### config.mk
export PLATFORM = sky130hd
export DESIGN_NAME = sact_lookup
export DESIGN_NICKNAME = d
export VERILOG_FILES = /design/src/sact_pkg.sv /design/src/sact_lookup.sv
export SDC_FILE = /design/constraint.sdc
export NUM_CORES = 1
export LEC_CHECK = 0
export BUFFER_PORTS_ARGS = -buffer_cell sky130_fd_sc_hd__buf_2
export CAP_MARGIN = 30
export CORE_AREA = 2 2 225 227
export DETAILED_ROUTE_END_ITERATION = 12
export DIE_AREA = 0 0 227 229
export MAX_ROUTING_LAYER = met4
export SYNTH_ARGS = -nofsm -noshare
export SYNTH_HDL_FRONTEND = slang
export SYNTH_SLANG_ARGS = --single-unit
### constraint.sdc
create_clock -name vclk -period 3
set_input_delay 0 -clock vclk [all_inputs]
set_output_delay 0 -clock vclk [all_outputs]
set_load 0.02 [all_outputs]
### src/sact_pkg.sv
package sact_pkg;

    // configuration port geometry
    localparam int CFG_IDX_W  = 2;
    localparam int CFG_DATA_W = 5;

    // configuration register indexes
    localparam logic [CFG_IDX_W-1:0] REG_OFFSET_BITS = 2'd0;
    localparam logic [CFG_IDX_W-1:0] REG_INDEX_BITS  = 2'd1;
    localparam logic [CFG_IDX_W-1:0] REG_WAYS_USED   = 2'd2;

    // fixed field widths
    localparam int CNT_W     = 32;
    localparam int WAY_OUT_W = 3;
    localparam int WAY_MAX_W = 4;
    localparam int WAYS_W    = 5;

    // controller states
    typedef enum logic [1:0] {
        ST_CLEAR,
        ST_IDLE,
        ST_RESOLVE
    } state_t;

    // lookup outcome handed from the compare logic to the controller
    typedef struct packed {
        logic                 hit;
        logic [WAY_MAX_W-1:0] way;
    } lookup_t;

endpackage

### src/sact_lookup.sv
module sact_lookup #(
    parameter int ADDR_BITS = 32,
    parameter int MAX_WAYS  = 8,
    parameter int CUR_W     = 3
) (
    input  logic [MAX_WAYS-1:0][ADDR_BITS-1:0] row_tags,
    input  logic [MAX_WAYS-1:0]                row_valid,
    input  logic [CUR_W-1:0]                   row_cursor,
    input  logic [ADDR_BITS-1:0]               tag,
    input  logic [sact_pkg::WAYS_W-1:0]        ways_eff,
    output sact_pkg::lookup_t                  result,
    output logic [MAX_WAYS-1:0][ADDR_BITS-1:0] new_tags,
    output logic [MAX_WAYS-1:0]                new_valid,
    output logic [CUR_W-1:0]                   new_cursor
);

    logic [MAX_WAYS-1:0]         hit_vec;
    logic [CUR_W-1:0]            hit_way;
    logic [CUR_W-1:0]            victim;
    logic [sact_pkg::WAYS_W-1:0] victim_inc;

    // compare all ways in use at once
    always_comb
    begin
        for (int w = 0; w < MAX_WAYS; w++)
        begin
            hit_vec[w] = (sact_pkg::WAYS_W'(w) < ways_eff) && row_valid[w]
                         && (row_tags[w] == tag);
        end
    end

    // lowest matching way wins
    always_comb
    begin
        hit_way = '0;
        for (int w = MAX_WAYS - 1; w >= 0; w--)
        begin
            if (hit_vec[w])
            begin
                hit_way = CUR_W'(w);
            end
        end
    end

    // victim under the cursor, stale cursor falls back to way 0
    always_comb
    begin
        if (sact_pkg::WAYS_W'(row_cursor) >= ways_eff)
        begin
            victim = '0;
        end
        else
        begin
            victim = row_cursor;
        end
        victim_inc = sact_pkg::WAYS_W'(victim) + sact_pkg::WAYS_W'(1);
        if (victim_inc >= ways_eff)
        begin
            new_cursor = '0;
        end
        else
        begin
            new_cursor = victim_inc[CUR_W-1:0];
        end
    end

    // refill of the victim way
    always_comb
    begin
        for (int w = 0; w < MAX_WAYS; w++)
        begin
            if (CUR_W'(w) == victim)
            begin
                new_tags[w]  = tag;
                new_valid[w] = 1'b1;
            end
            else
            begin
                new_tags[w]  = row_tags[w];
                new_valid[w] = row_valid[w];
            end
        end
    end

    assign result.hit = |hit_vec;
    assign result.way = (|hit_vec) ? sact_pkg::WAY_MAX_W'(hit_way)
                                   : sact_pkg::WAY_MAX_W'(victim);

endmodule

==> impl_metrics.csv <==
group,metric,value,unit
die,core_region_area,0.0497,mm^2
final_layout,finalNonFillerCells,2027,
die,die_height,229,um
setup_path,worstPathMaxFanout,4,
route,via_per_inst,4.24,
cts,postCtsHoldBufs,0,
grt,grt_max_degree,35,
grt,grt_antenna_before_repair,6,
yosys,syn_inst,791,
die,rows,82,
sta,worstMarginPinSlew,0.624,ns
setup_path,critPathKind,"primary input to output port",
setup_path,start_kind,"primary input",
sta,fin_crit,2.78,ns
yosys,syn_nets,1108,
route,drt_iter0_drc,407,
yosys,avgSynthCellArea,8.46,um^2
placement,io_buffers,575,
route,routed_wl,55100,um
route,vias,8589,
status,outcome,"finished clean",
yosys,yosysWarnings,0,
final_layout,fill_cells,5650,
grt,grt_pass1_vias,8282,
sta,final-hold-violation-count,0,
sta,fin_crit_sh,92.8,%
yosys,ys_seq_area_share,0,%
pwr,p_per_area,214,mW/mm^2
sta,whs,0.314,ns
route,ant_nets,0,
route,drt-pass1-iter-count,5,
yosys,netlist_top_cells_area,"mux2_2 (42%), xnor2_1 (25%), xor2_1 (8.8%)",
sta,drv_slew,0,
sta,finalSetupViolCount,0,
route,drt-wirelength-per-cell,27.2,um
pwr,p_total,2.28,mW
final_layout,numSequentialCells,0,
cts,cts_resized,0,
yosys,yosysTopAreaCellShare,42.0,%
grt,grt_pass1_wl,71100,um
die,die_area,0.0520,mm^2
die,die_w,227,um
hold_path,min_path_type,"primary input to output port",
final_layout,nClkBuffers,0,
cts,postCtsSetupBuffers,0,
placement,post-dp-hpwl,48300,um
yosys,synth_common_cells,"mux2_2 (250), xnor2_1 (188), xor2_1 (67)",
yosys,synth_most_common_cell,"mux2_2",
final_layout,nets,1668,
setup_path,cp-endpoint,"new_cursor[0]",
die,io_pins,576,
sta,setup_tns,0,ns
placement,gp_congestion,0.914,
pwr,power_leakage,4.79,nW
sta,fmax,0.359,GHz
yosys,yosysTopAreaCell,"mux2_2",
setup_path,cp-end-kind,"output port",
sta,timing.slew.headroom,58.1,%
grt,overflow,0,
sta,rsz0062_at_grt,"false",
final_layout,layout-drive-gt1-share,67.7,%
setup_path,worstPathArrival,2.78,ns
setup_path,critPathLaunch,"row_cursor[0]",
setup_path,cp.required,3.00,ns
final_layout,seq_area,0,um^2
final_layout,syn2layout_area_growth,58.9,%
yosys,synth_cell_types,37,
placement,dp.cells,2021,
hold_path,hold_depth,3,
route,drc,0,
yosys,syn-cell-area,0.00670,mm^2
die,start_util,13.5,%
grt,grtUsageTotal,20.6,%
pwr,ir_drop,0.0000948,V
job,drv_cap,0,
## routing by layer
| metal | GRT usage, % | wire length (um) | up-vias |
|---|---|---|---|
| li1 | - | - | 3900 |
| met3 | 1.26 | 2960 | 43 |
| met1 | 26.8 | 24200 | 4157 |
| met2 | 35.7 | 26900 | 489 |
| met5 | - | 0 | - |
| met4 | 3.02 | 1040 | 0 |
## area by class of cell
class | count | area (um^2) | area share, %
multi-input cells | 692 | 6220 | 58.5
repair buffers | 649 | 3530 | 33.2
well taps | 672 | 841 | 7.90
inverters | 8 | 30.0 | 0.282
diodes | 6 | 15.0 | 0.141
## metrics by stage
step	instance area [um^2]	utilization (%)	worst slack, ns
floorplan	6700	-	0.648
global placement	10600	21.4	0.139
detailed placement	10600	21.4	0.241
CTS	10600	21.4	0.221
global route	10600	21.4	0.0295
finish	10600	21.4	0.216
## cells in the final DEF (no fill, tap or decap), types with 3 or more instances in the layout
| master | synthesis | routed |
|---|---|---|
| nor3_1 | 9 | 9 |
| xnor2_1 | 188 | 188 |
| ha_1 | 13 | 11 |
| mux2_2 | 250 | 250 |
| nor4_1 | 20 | 20 |
| nand2b_1 | 8 | 8 |
| a21o_1 | 4 | 4 |
| diode_2 | 0 | 6 |
| buf_2 | 37 | 575 |
| nand4_1 | 49 | 49 |
| nor2_1 | 13 | 13 |
| o21ai_0 | 6 | 6 |
| xor2_1 | 67 | 67 |
| a21oi_1 | 3 | 3 |
| inv_1 | 8 | 8 |
| nand2_2 | 0 | 6 |
| nand3_1 | 11 | 11 |
| nand2_1 | 25 | 19 |
| buf_12 | 0 | 8 |
| buf_4 | 4 | 66 |
## power by group
| group | switching (mW) | total [mW] | internal, mW |
|---|---|---|---|
| clock | 0 | 0.000000261 | 0.000000261 |
| sequential | 0 | 0 | 0 |
| combinational | 1.36 | 2.28 | 0.916 |
## how the worst min path moves through the flow
stage,from,endpoint,slack (ns)
after floorplan,row_valid[3],new_valid[3],0.14
after global placement,row_valid[4],new_valid[4],0.32
after detailed placement,row_valid[4],new_valid[4],0.32
after CTS,row_valid[4],new_valid[4],0.32
after global routing,row_valid[3],new_valid[3],0.35
final,row_valid[4],new_valid[4],0.31
## worst max-delay path: stages
cell and delay [ns]:
buf_2 0.11, inv_1 0.04, ha_1 0.27, nand2b_1 0.13
a21o_1 0.17, a21o_1 0.16, nand2_1 0.08, nand2_1 0.12
inv_1 0.15, ha_1 0.22, ha_2 0.29, ha_1 0.28
a21o_1 0.15, a21oi_1 0.14, nor2_1 0.08, nor2_1 0.17
buf_2 0.21
## cells by family (layout without fill, tap and decap cells)
group	count (synthesis)	after routing	share of synthesized area, %
fa+ha+maj	13	13	2.43
other cells	1	7	0.0560
buf+inv	99	657	7.36
compound gates	23	23	2.28
simple gates	150	150	12.5
mux	250	250	42.0
xor+xnor	255	255	33.4
(Power assumes the default switching activity.)
